--- config.mk ---
export PLATFORM = sky130hd
export DESIGN_NAME = randomized_set_table
export DESIGN_NICKNAME = d
export VERILOG_FILES = /design/src/hw/rtl/rset_pkg.sv /design/src/hw/rtl/rset_ctrl.sv /design/src/hw/rtl/rset_dp.sv /design/src/hw/rtl/randomized_set_table.sv
export SDC_FILE = /design/constraint.sdc
export NUM_CORES = 2
export LEC_CHECK = 0
export BUFFER_PORTS_ARGS = -buffer_cell sky130_fd_sc_hd__buf_2
export CAP_MARGIN = 20
export CORE_MARGIN = 3
export CORE_UTILIZATION = 39
export DETAILED_ROUTE_END_ITERATION = 7
export GPL_TIMING_DRIVEN = 0
export PLACE_DENSITY = 0.65
export SLEW_MARGIN = 20
export SYNTH_ARGS = -nofsm -noshare
export SYNTH_HDL_FRONTEND = slang
export SYNTH_HIERARCHICAL = 1
export SYNTH_SLANG_ARGS = --single-unit
--- constraint.sdc ---
create_clock -name clk -period 15.45 [get_ports clk]
set_input_delay 0 -clock clk [delete_from_list [all_inputs] [get_ports clk]]
set_output_delay 0 -clock clk [all_outputs]
set_load 0.005 [all_outputs]
--- src/hw/rtl/rset_pkg.sv ---
// shared types and constants for the randomized set table
// payload structs, control/status structs, operation and status codes, fsm states
`timescale 1ns / 1ps

package rset_pkg;

	localparam int CAPACITY_DEF = 64;
	localparam int KEY_W        = 32;
	localparam int RND_W        = 31;
	localparam int DIV_CNT_W    = $clog2(RND_W);

	localparam logic [1:0] MODE_INSERT = 2'd0;
	localparam logic [1:0] MODE_REMOVE = 2'd1;
	localparam logic [1:0] MODE_PICK   = 2'd2;

	localparam logic [2:0] STAT_DONE    = 3'd0;
	localparam logic [2:0] STAT_PRESENT = 3'd1;
	localparam logic [2:0] STAT_ABSENT  = 3'd2;
	localparam logic [2:0] STAT_FULL    = 3'd3;
	localparam logic [2:0] STAT_EMPTY   = 3'd4;

	typedef struct packed {
		logic [1:0]              mode;
		logic signed [KEY_W-1:0] key;
		logic [RND_W-1:0]        random_word;
	} in_t;

	typedef struct packed {
		logic                    success;
		logic signed [KEY_W-1:0] picked_value;
		logic [2:0]              status;
	} out_t;

	typedef enum logic [0:0] {
		RD_LAST,
		RD_REM
	} rd_sel_t;

	typedef enum logic [2:0] {
		S_IDLE,
		S_DISPATCH,
		S_SEARCH,
		S_LAST_RD,
		S_LAST_WR,
		S_DIV,
		S_PICK_RD,
		S_FINISH
	} state_t;

	typedef struct packed {
		logic       ld;
		logic       srch_run;
		logic       div_run;
		logic       rd_en;
		rd_sel_t    rd_sel;
		logic       wr_ins;
		logic       wr_mov;
		logic       cnt_inc;
		logic       cnt_dec;
		logic       res_set;
		logic       res_success;
		logic [2:0] res_status;
		logic       res_pick;
		logic       out_push;
	} cmd_t;

	typedef struct packed {
		logic [1:0] mode;
		logic       cnt_zero;
		logic       full;
		logic       hit;
		logic       srch_end;
		logic       div_last;
		logic       out_free;
	} sts_t;

endpackage

--- src/hw/rtl/rset_ctrl.sv ---
// controller state machine for the randomized set table
// sequences search, divide, slot moves and result beats; uses rset_pkg
`timescale 1ns / 1ps

module rset_ctrl (
	input  logic          clk,
	input  logic          arst_n,
	input  logic          req_valid,
	output logic          req_ready,
	input  rset_pkg::sts_t sts,
	output rset_pkg::cmd_t cmd
);
	import rset_pkg::*;

	state_t state_q, state_d;

	always_ff @(posedge clk or negedge arst_n) begin
		if (!arst_n) begin
			state_q <= S_IDLE;
		end else begin
			state_q <= state_d;
		end
	end

	always_comb begin
		state_d   = state_q;
		cmd       = '0;
		req_ready = 1'b0;
		case (state_q)
			S_IDLE: begin
				req_ready = 1'b1;
				if (req_valid) begin
					cmd.ld  = 1'b1;
					state_d = S_DISPATCH;
				end
			end
			S_DISPATCH: begin
				case (sts.mode)
					MODE_INSERT, MODE_REMOVE: begin
						state_d = S_SEARCH;
					end
					MODE_PICK: begin
						if (sts.cnt_zero) begin
							cmd.res_set    = 1'b1;
							cmd.res_status = STAT_EMPTY;
							state_d        = S_FINISH;
						end else begin
							state_d = S_DIV;
						end
					end
					default: begin
						cmd.res_set    = 1'b1;
						cmd.res_status = STAT_DONE;
						state_d        = S_FINISH;
					end
				endcase
			end
			S_SEARCH: begin
				cmd.srch_run = 1'b1;
				if (sts.hit) begin
					if (sts.mode == MODE_INSERT) begin
						cmd.res_set    = 1'b1;
						cmd.res_status = STAT_PRESENT;
						state_d        = S_FINISH;
					end else begin
						state_d = S_LAST_RD;
					end
				end else if (sts.srch_end) begin
					cmd.res_set = 1'b1;
					state_d     = S_FINISH;
					if (sts.mode == MODE_INSERT) begin
						if (sts.full) begin
							cmd.res_status = STAT_FULL;
						end else begin
							cmd.wr_ins      = 1'b1;
							cmd.cnt_inc     = 1'b1;
							cmd.res_success = 1'b1;
							cmd.res_status  = STAT_DONE;
						end
					end else begin
						cmd.res_status = STAT_ABSENT;
					end
				end
			end
			S_LAST_RD: begin
				cmd.rd_en  = 1'b1;
				cmd.rd_sel = RD_LAST;
				state_d    = S_LAST_WR;
			end
			S_LAST_WR: begin
				// last slot value fills the hole left by the removed key
				cmd.wr_mov      = 1'b1;
				cmd.cnt_dec     = 1'b1;
				cmd.res_set     = 1'b1;
				cmd.res_success = 1'b1;
				cmd.res_status  = STAT_DONE;
				state_d         = S_FINISH;
			end
			S_DIV: begin
				cmd.div_run = 1'b1;
				if (sts.div_last) begin
					state_d = S_PICK_RD;
				end
			end
			S_PICK_RD: begin
				cmd.rd_en   = 1'b1;
				cmd.rd_sel  = RD_REM;
				state_d     = S_FINISH;
				// picked value is captured in the finish step below
			end
			S_FINISH: begin
				if (sts.out_free) begin
					cmd.out_push = 1'b1;
					state_d      = S_IDLE;
				end
			end
			default: begin
				state_d = S_IDLE;
			end
		endcase
		// pick result is not staged through res_set; it is taken from the slot read at the push
		if (state_q == S_FINISH && sts.mode == MODE_PICK && !sts.cnt_zero && !cmd.out_push) begin
			cmd.res_set = 1'b0;
		end
	end

endmodule

--- src/hw/rtl/rset_dp.sv ---
// datapath for the randomized set table
// slot memory, element count, linear search, restoring divider, result registers; uses rset_pkg
`timescale 1ns / 1ps

module rset_dp #(
	parameter int CAPACITY = rset_pkg::CAPACITY_DEF
) (
	input  logic           clk,
	input  logic           arst_n,
	input  rset_pkg::in_t  req,
	input  rset_pkg::cmd_t cmd,
	output rset_pkg::sts_t sts,
	input  logic           rsp_ready,
	output logic           rsp_valid,
	output rset_pkg::out_t rsp
);
	import rset_pkg::*;

	localparam int AW = (CAPACITY > 1) ? $clog2(CAPACITY) : 1;
	localparam int CW = $clog2(CAPACITY + 1);

	logic [KEY_W-1:0]     mem [CAPACITY];
	logic [KEY_W-1:0]     rdata_q;
	logic [KEY_W-1:0]     key_q;
	logic [1:0]           mode_q;
	logic                 pick_q;
	logic [CW-1:0]        cnt_q;
	logic [CW-1:0]        cnt_m1;
	logic [CW-1:0]        srch_idx_q;
	logic                 cmp_vld_s1;
	logic [AW-1:0]        cmp_idx_s1;
	logic [AW-1:0]        pos_q;
	logic [CW-1:0]        rem_q;
	logic [RND_W-1:0]     quo_q;
	logic [DIV_CNT_W-1:0] div_cnt_q;
	logic [CW:0]          trial;
	logic [CW:0]          diff;
	logic                 srch_issue;
	logic                 hit;
	logic                 rd_fire;
	logic [AW-1:0]        rd_addr;
	logic                 wr_en;
	logic [AW-1:0]        wr_addr;
	logic [KEY_W-1:0]     wr_data;
	out_t                 res_q;
	out_t                 out_q;
	logic                 rsp_valid_q;

	assign cnt_m1     = cnt_q - CW'(1);
	assign srch_issue = srch_idx_q < cnt_q;
	assign hit        = cmp_vld_s1 && (rdata_q == key_q);
	assign rd_fire    = cmd.rd_en | (cmd.srch_run & srch_issue);

	always_comb begin
		if (cmd.srch_run) begin
			rd_addr = srch_idx_q[AW-1:0];
		end else if (cmd.rd_sel == RD_LAST) begin
			rd_addr = cnt_m1[AW-1:0];
		end else begin
			rd_addr = rem_q[AW-1:0];
		end
	end

	assign wr_en   = cmd.wr_ins | cmd.wr_mov;
	assign wr_addr = cmd.wr_ins ? cnt_q[AW-1:0] : pos_q;
	assign wr_data = cmd.wr_ins ? key_q : rdata_q;

	always_ff @(posedge clk) begin
		if (wr_en) begin
			mem[wr_addr] <= wr_data;
		end
		if (rd_fire) begin
			rdata_q <= mem[rd_addr];
		end
	end

	// element count and search index
	always_ff @(posedge clk or negedge arst_n) begin
		if (!arst_n) begin
			cnt_q      <= '0;
			srch_idx_q <= '0;
			cmp_vld_s1 <= 1'b0;
		end else begin
			if (cmd.cnt_inc) begin
				cnt_q <= cnt_q + CW'(1);
			end else if (cmd.cnt_dec) begin
				cnt_q <= cnt_m1;
			end
			if (cmd.ld) begin
				srch_idx_q <= '0;
				cmp_vld_s1 <= 1'b0;
			end else if (cmd.srch_run) begin
				cmp_vld_s1 <= srch_issue;
				if (srch_issue) begin
					srch_idx_q <= srch_idx_q + CW'(1);
				end
			end
		end
	end

	always_ff @(posedge clk) begin
		if (cmd.ld) begin
			key_q  <= req.key;
			mode_q <= req.mode;
		end
		if (cmd.srch_run) begin
			cmp_idx_s1 <= srch_idx_q[AW-1:0];
			if (hit) begin
				pos_q <= cmp_idx_s1;
			end
		end
	end

	// restoring divide of the random word by the count, keeping only the remainder, one dividend bit a cycle
	assign trial = {rem_q, quo_q[RND_W-1]};
	assign diff  = trial - {1'b0, cnt_q};

	always_ff @(posedge clk or negedge arst_n) begin
		if (!arst_n) begin
			div_cnt_q <= '0;
		end else if (cmd.ld) begin
			div_cnt_q <= '0;
		end else if (cmd.div_run) begin
			div_cnt_q <= div_cnt_q + DIV_CNT_W'(1);
		end
	end

	always_ff @(posedge clk) begin
		if (cmd.ld) begin
			rem_q <= '0;
			quo_q <= req.random_word;
		end else if (cmd.div_run) begin
			quo_q <= {quo_q[RND_W-2:0], 1'b0};
			if (trial >= {1'b0, cnt_q}) begin
				rem_q <= diff[CW-1:0];
			end else begin
				rem_q <= trial[CW-1:0];
			end
		end
	end

	// result staging and output register
	always_ff @(posedge clk or negedge arst_n) begin
		if (!arst_n) begin
			pick_q <= 1'b0;
		end else if (cmd.ld) begin
			pick_q <= 1'b0;
		end else if (cmd.rd_en && cmd.rd_sel == RD_REM) begin
			pick_q <= 1'b1;
		end
	end

	always_ff @(posedge clk) begin
		if (cmd.res_set) begin
			res_q.success      <= cmd.res_success;
			res_q.status       <= cmd.res_status;
			res_q.picked_value <= cmd.res_pick ? signed'(rdata_q) : '0;
		end
		if (cmd.out_push) begin
			if (pick_q) begin
				out_q.success      <= 1'b1;
				out_q.status       <= STAT_DONE;
				out_q.picked_value <= signed'(rdata_q);
			end else begin
				out_q <= res_q;
			end
		end
	end

	always_ff @(posedge clk or negedge arst_n) begin
		if (!arst_n) begin
			rsp_valid_q <= 1'b0;
		end else if (cmd.out_push) begin
			rsp_valid_q <= 1'b1;
		end else if (rsp_ready) begin
			rsp_valid_q <= 1'b0;
		end
	end

	assign rsp_valid = rsp_valid_q;
	assign rsp       = out_q;

	assign sts.mode     = mode_q;
	assign sts.cnt_zero = (cnt_q == '0);
	assign sts.full     = (cnt_q == CW'(CAPACITY));
	assign sts.hit      = hit;
	assign sts.srch_end = !srch_issue && !cmp_vld_s1;
	assign sts.div_last = (div_cnt_q == DIV_CNT_W'(RND_W - 1));
	assign sts.out_free = !rsp_valid_q || rsp_ready;

endmodule

--- src/hw/rtl/randomized_set_table.sv ---
// top level of the randomized set table
// joins rset_ctrl and rset_dp; uses rset_pkg
`timescale 1ns / 1ps

// Set of up to CAPACITY distinct signed 32-bit keys kept densely in a single-port-read
// slot memory with an element count. One request beat carries insert, remove or pick and
// gives exactly one response beat. Insert and remove scan the occupied slots one per cycle;
// remove then moves the last slot into the hole. Pick reduces random_word modulo the count
// with a bit-serial divider and then reads one slot. One request is worked on at a time;
// the next request is taken while the previous response still waits in the output register.
// Slot contents are not cleared at reset; only occupied slots are ever read.
module randomized_set_table #(
	parameter int CAPACITY = rset_pkg::CAPACITY_DEF
) (
	input  logic          clk,
	input  logic          arst_n,
	input  logic          req_valid,
	output logic          req_ready,
	input  rset_pkg::in_t  req,
	output logic          rsp_valid,
	input  logic          rsp_ready,
	output rset_pkg::out_t rsp
);
	import rset_pkg::*;

	cmd_t cmd;
	sts_t sts;

	rset_ctrl u_ctrl (
		.clk       (clk),
		.arst_n    (arst_n),
		.req_valid (req_valid),
		.req_ready (req_ready),
		.sts       (sts),
		.cmd       (cmd)
	);

	rset_dp #(
		.CAPACITY (CAPACITY)
	) u_dp (
		.clk       (clk),
		.arst_n    (arst_n),
		.req       (req),
		.cmd       (cmd),
		.sts       (sts),
		.rsp_ready (rsp_ready),
		.rsp_valid (rsp_valid),
		.rsp       (rsp)
	);

	a_one_at_a_time: assert property (@(posedge clk) disable iff (!arst_n)
		(req_valid && req_ready) |=> !req_ready)
		else $error("request taken while previous one is in progress");

	a_insert_room: assert property (@(posedge clk) disable iff (!arst_n)
		cmd.wr_ins |-> (!sts.full && !sts.hit))
		else $error("insert write into a full store or with key present");

	a_push_free: assert property (@(posedge clk) disable iff (!arst_n)
		cmd.out_push |-> sts.out_free)
		else $error("response beat overwrites one not yet taken");

	a_remove_nonempty: assert property (@(posedge clk) disable iff (!arst_n)
		cmd.cnt_dec |-> !sts.cnt_zero)
		else $error("count decrement on empty set");

endmodule
; ---- Word level (Yosys, flattened, before mapping)
; Memory sizes are Yosys's and may differ from the RTL's. A register that Yosys moved wholly into a read port is not among the register bits.
; Index checks and enable logic that the tools add are counted.
[totals]
reg_bits = 149
ram_bits = 2048
in_bits = 69
wordCells = 132
mem_count = 1
[op_classes]
n_addsub = 5
order_cmp = 2
n_eq_ne = 16
n_mux = 61
bitwise = 3
n_reduce_logical = 26
[memory_table]
columns = name, depth, width, rd, rd_ports_with_merged_regs, wr, line
row1 = u_dp.mem, 64, 32, 1, 1, 1, rset_dp.sv:22  ; logic [KEY_W-1:0] mem [CAPACITY];
[op_table]
columns = operator, n
row1 = 31-bit 2-to-1 mux, 2
row2 = 7-bit 2-to-1 mux, 6
row3 = 32-bit == test, 1
row4 = 32-bit 2-to-1 mux, 1
row5 = 3-bit 2-to-1 mux, 10
row6 = 1-bit 2-to-1 mux, 27
row7 = 3-bit case mux with 7 select lines, 1
row8 = 6-bit 2-to-1 mux, 3
row9 = 5-bit 2-to-1 mux, 3
row10 = 7-bit by 1-bit adder with 7-bit output (second input constant), 2
row11 = 3-bit == test (second input constant), 4
row12 = 3-bit case mux with 2 select lines, 2
row13 = 2-bit nonzero test, 6
row14 = 8-bit by 7-bit greater-or-equal comparator with 1-bit output, 1
row15 = 7-bit == test (second input constant), 1
row16 = 7-bit zero test, 1
row17 = 7-bit < comparator, 1
row18 = 7-bit by 1-bit subtractor with 7-bit output (second input constant), 1
row19 = 7-bit subtractor, 1
row20 = 3-bit by 2-bit == test with 1-bit output (second input constant), 2
row21 = 1-bit logical AND, 6
row22 = 2-bit != test (second input constant), 3
row23 = 5-bit by 1-bit adder with 5-bit output (second input constant), 1
row24 = 5-bit == test (second input constant), 1
row25 = other kinds (17), 26

; ---- Logic depth before layout (Yosys ltp)
[depth]
depth_word = 9
depth_mapped = 16
mapped_depth_nobuf = 14

; ---- By module
; The synthesis kept the hierarchy.
[by_module_without_submodules]
columns = mod, instances, cells_each, area_per_inst_um2, seq_area_each_um2
row1 = rset_dp, 1, 5615, 88403.5, 67624.9
row2 = rset_ctrl, 1, 61, 401.6, 75.1

; ---- Worst setup path after synthesis
; OpenSTA, ideal clock, no wires.
[synth_path]
path_kind = reg2reg
start = register u_dp.cnt_q[1]
end = memory u_dp.mem[34][0] (enable)
setup_ns = 0.421
arrival_time_ns = 4.705
t_required_ns = 15.029
setup_slack_ns = 10.324
stages_incl_launch_ff = 16
path_buffers = 3
period_less_slack_ns = 5.126
cell_sequence = dfrtp_1 -> inv_1 -> ha_1 -> a21o_1 -> a21o_1 -> a21oi_1 -> o21a_1 -> nor2_1 -> nand2b_1 -> nor3_1 -> buf_4 -> clkbuf_1 -> clkbuf_1 -> mux2i_1 -> nand2_1 -> nor2_1
[synth_lines]
columns = item, line
row1 = "start, declared", rset_dp.sv:27  ; logic [CW-1:0] cnt_q;
row2 = "start signal, assigned", rset_dp.sv:85  ; cnt_q <= cnt_q + CW'(1);
row3 = "start signal, assigned", rset_dp.sv:87  ; cnt_q <= cnt_m1;
row4 = "end, declared", rset_dp.sv:22

==> results.md <==
- Status: finished, final reports clean
- Wire per inst: 28.1 µm
- Avg Cell Area, Syn: 15.6 µm²
- Top_reg_cell synth: edfxtp_1
- Port-buffer cells: 106
- Core ar.: 226000 µm²
- Asr flop ratio synth: 1.11%
- Area leader, netlist: edfxtp_1
- GP Congestion: 0.967
- CP Max Fanout: 19
- First-pass GRT wire length: 378000 µm
- Worst Setup Path Type: flip-flop to flip-flop
- CP endpoint kind: flip-flop
- Layout Cell Area excl Fill: 105000 µm²
- Drt pass-1 iters: 6
- Max-cap violations: 0
- Top delay family on crit path: simple AND/OR/NAND/NOR gates
- Top cell type's share of synthesized area: 75.4%
- Final Skew: 0.0357 ns
- Sequential area share after synthesis: 76.2%
- Max_slew headroom: 16.4%
- Final WL: 266000 µm
- Gate Count Post-Synth: 5676
- Worst min path class: input pin to flip-flop
- Vias in the first global route: 52000
- CTS clk-pin slew, worst paths: 0.06 ns
- Io pins: 107
- Period utilization: 45.1%
- Place WS: 8.69 ns
- CTS Buffer Depth: 3
- Total congestion overflow: 0
- Vias per cell: 5.73
- Initial cell density of the core: 39.4%
- Die W: 483 µm
- Std cell rows: 174
- Syn-to-layout area delta: 17.7%
- #FFs+latches synth: 2261
- Layout cells sized above 1: 15.5%
- Post-CTS Resized: 0
- Critical path launch point type: flip-flop
- Total number of vias: 54200
- Min cycle time layout: 6.97 ns
- Max Fclk: 143 MHz
- CP required: 16.01 ns
- Slew Viols, Final: 0
- Post-DRT Antenna Nets: 0
- Number of enable flip-flop cells after synthesis: 2229
- Top-count cell post-synth: edfxtp_1
- CTS root buf: clkbuf_16
- Final Setup Violations: 0
- Num Clock Sinks: 2261
- Clk Latency, worst-skew pair: 0.87 ns
- Detail Placement HPWL: 183000 µm
- TritonCTS Buffers: 211
- Unrepaired setup endpoints after global routing: no
- Buffers & Inverters on Critical Path: 5
- DP Area: 96100 µm²
- CTS tree: built
- H-tree depth: 4
- Net Count, Synth: 5764
- TNS Setup: 0 ns
- Hold buffer count at CTS: 136
- CP arrival: 7.53 ns
- Fin. Hold Viols: 0
- Slowest-stage cell, CP: nor4_1
- Nets: 6331
- Yosys cell types: 72
- Die Area: 233000 µm²
- Syn. warnings: 6
- Area of the mapped netlist: 88800 µm²
- Die Span Y: 483 µm
- DRC: 0
- Largest cells by area after synthesis: edfxtp_1 (75%), nand2_1 (5.3%), mux4_2 (3.3%), mux2i_1 (2.2%), nand3_1 (1.9%)
- Worst-Margin Slew: 1.25 ns
- Critical Path, Cell by Cell: xnor2_1 > nand4_1 > nor4_1 > nand4_1 > nor4_1 > buf_4 > nand2b_1 > nor3_1 > buf_4 > clkbuf_1 > clkbuf_1 > mux2i_1 > nand2_1 > nor2_4 > buf_12
- Largest net degree at the start of global routing: 65
- Synth cell count leaders: edfxtp_1 (2229), nand2_1 (1244), nand3_1 (346)
- Antenna violations before repair: 25
- Worst path max stage delay: 0.96 ns
- GRT Util Overall: 22.2%
- Post-CTS setup buffer count: 0
- Final setup margin: 8.48 ns
- Initial DRC count: 7536
## state kept, by name, indices dropped and copies added, names as in the netlist
register	count
u_dp/rem_q	7
u_dp/rdata_q	32
u_dp/srch_idx_q	7
u_dp/cmp_vld_s1	1
u_dp/mem	2048
u_dp/quo_q	31
u_dp/rsp_valid	1
u_dp/key_q	32
u_ctrl/state_q	3
u_dp/cnt_q	7
u_dp/cmp_idx_s1	6
u_dp/pick_q	1
u_dp/pos_q	6
u_dp/div_cnt_q	5
u_dp/rsp	36
u_dp/mode_q	2
u_dp/res_q	36
## cell families (layout without fill, tap and decap cells)
group,count (synthesis),after routing,share of synthesized area [%]
other,1,41,0.00422
and+or+nand+nor,1915,1915,9.23
AOI/OAI and AO/OA,643,643,5.38
DFF,2261,2261,76.2
xor gates and xnor gates,52,52,0.513
muxes,416,416,6.64
buffers and inverters,369,1122,1.72
adders and majority gates,19,19,0.276
## routing by layer
metal	track usage [%]	up-vias	routed length, µm
met2	35.3	3070	124000
met1	30.1	27500	102000
met5	0	-	0
li1	-	23000	-
met4	10.2	0	13600
met3	3.82	502	25700
## final timing paths
check,cells past startpoint,slack (ns),endpoint,start
max,15,8.48,u_dp/mem[55][19],u_dp/rdata_q[13]
min,4,0.15,u_ctrl/state_q[0],req_valid
max reg2reg,15,8.48,u_dp/mem[55][19],u_dp/rdata_q[13]
min reg2reg,0,0.43,u_dp/pos_q[0],u_dp/cmp_idx_s1[0]
max in group asynchronous,4,15.06,u_dp/srch_idx_q[5],arst_n
min in group asynchronous,4,0.21,u_dp/rsp_valid,arst_n
## per-stage QoR
stage	util, %	cells	hold WS [ns]
3_3_place_gp	41.3	8774	0.0650
4_1_cts	46.3	9421	0.0870
2_1_floorplan	-	5676	-0.296
3_5_place_dp	42.6	8886	0.0778
6_report	46.4	9461	0.148
5_1_grt	46.3	9453	0.126
## final cells by class
cell class,instances,area [µm²]
fill,19100,121000
sequential,2261,67700
multi-input combinational,3046,20400
clock buffer,251,5520
timing repair buffer,354,4190
tap,2992,3740
buffer,349,1460
clock inverter,148,1400
antenna,40,100
inverter,20,75.1
## worst reg2reg max path, cell delays in order (launching register included)
cell      delay (ns)
edfxtp_1        0.45
xnor2_1         0.63
nand4_1         0.34
nor4_1          0.29
nand4_1         0.13
nor4_1          0.96
buf_4           0.28
nand2b_1        0.14
nor3_1          0.16
buf_4           0.18
clkbuf_1        0.18
clkbuf_1        0.39
mux2i_1         0.74
nand2_1         0.69
nor2_4          0.80
buf_12          0.28
## cell usage in the layout (no fill, tap or decap), types with 21 or more instances in the layout
cell type and count:
nand4_1 21, mux4_2 129, a21oi_1 139, a22oi_1 33
nand3_1 346, a31oi_1 71, mux2_4 32, and2_1 36
buf_16 39, and3_1 68, mux2_2 63, dfrtp_1 25
buf_12 53, bufinv_16 22, buf_4 23, clkbuf_1 245
nor2_1 40, a311oi_1 64, a211oi_1 35, o21ai_0 40
clkinv_2 40, buf_2 207, nand2_1 1244, buf_1 30
dlygate4sd3_1 135, a31o_2 30, xnor2_1 39, clkbuf_16 212
nor2_4 65, nor4_2 26, a32oi_1 123, diode_2 40
clkinv_1 62, edfxtp_1 2229, a32o_1 61, mux2i_1 192
Power is not shown: default switching activity piles up to over one toggle a cycle in this logic, so the estimate is an artifact.
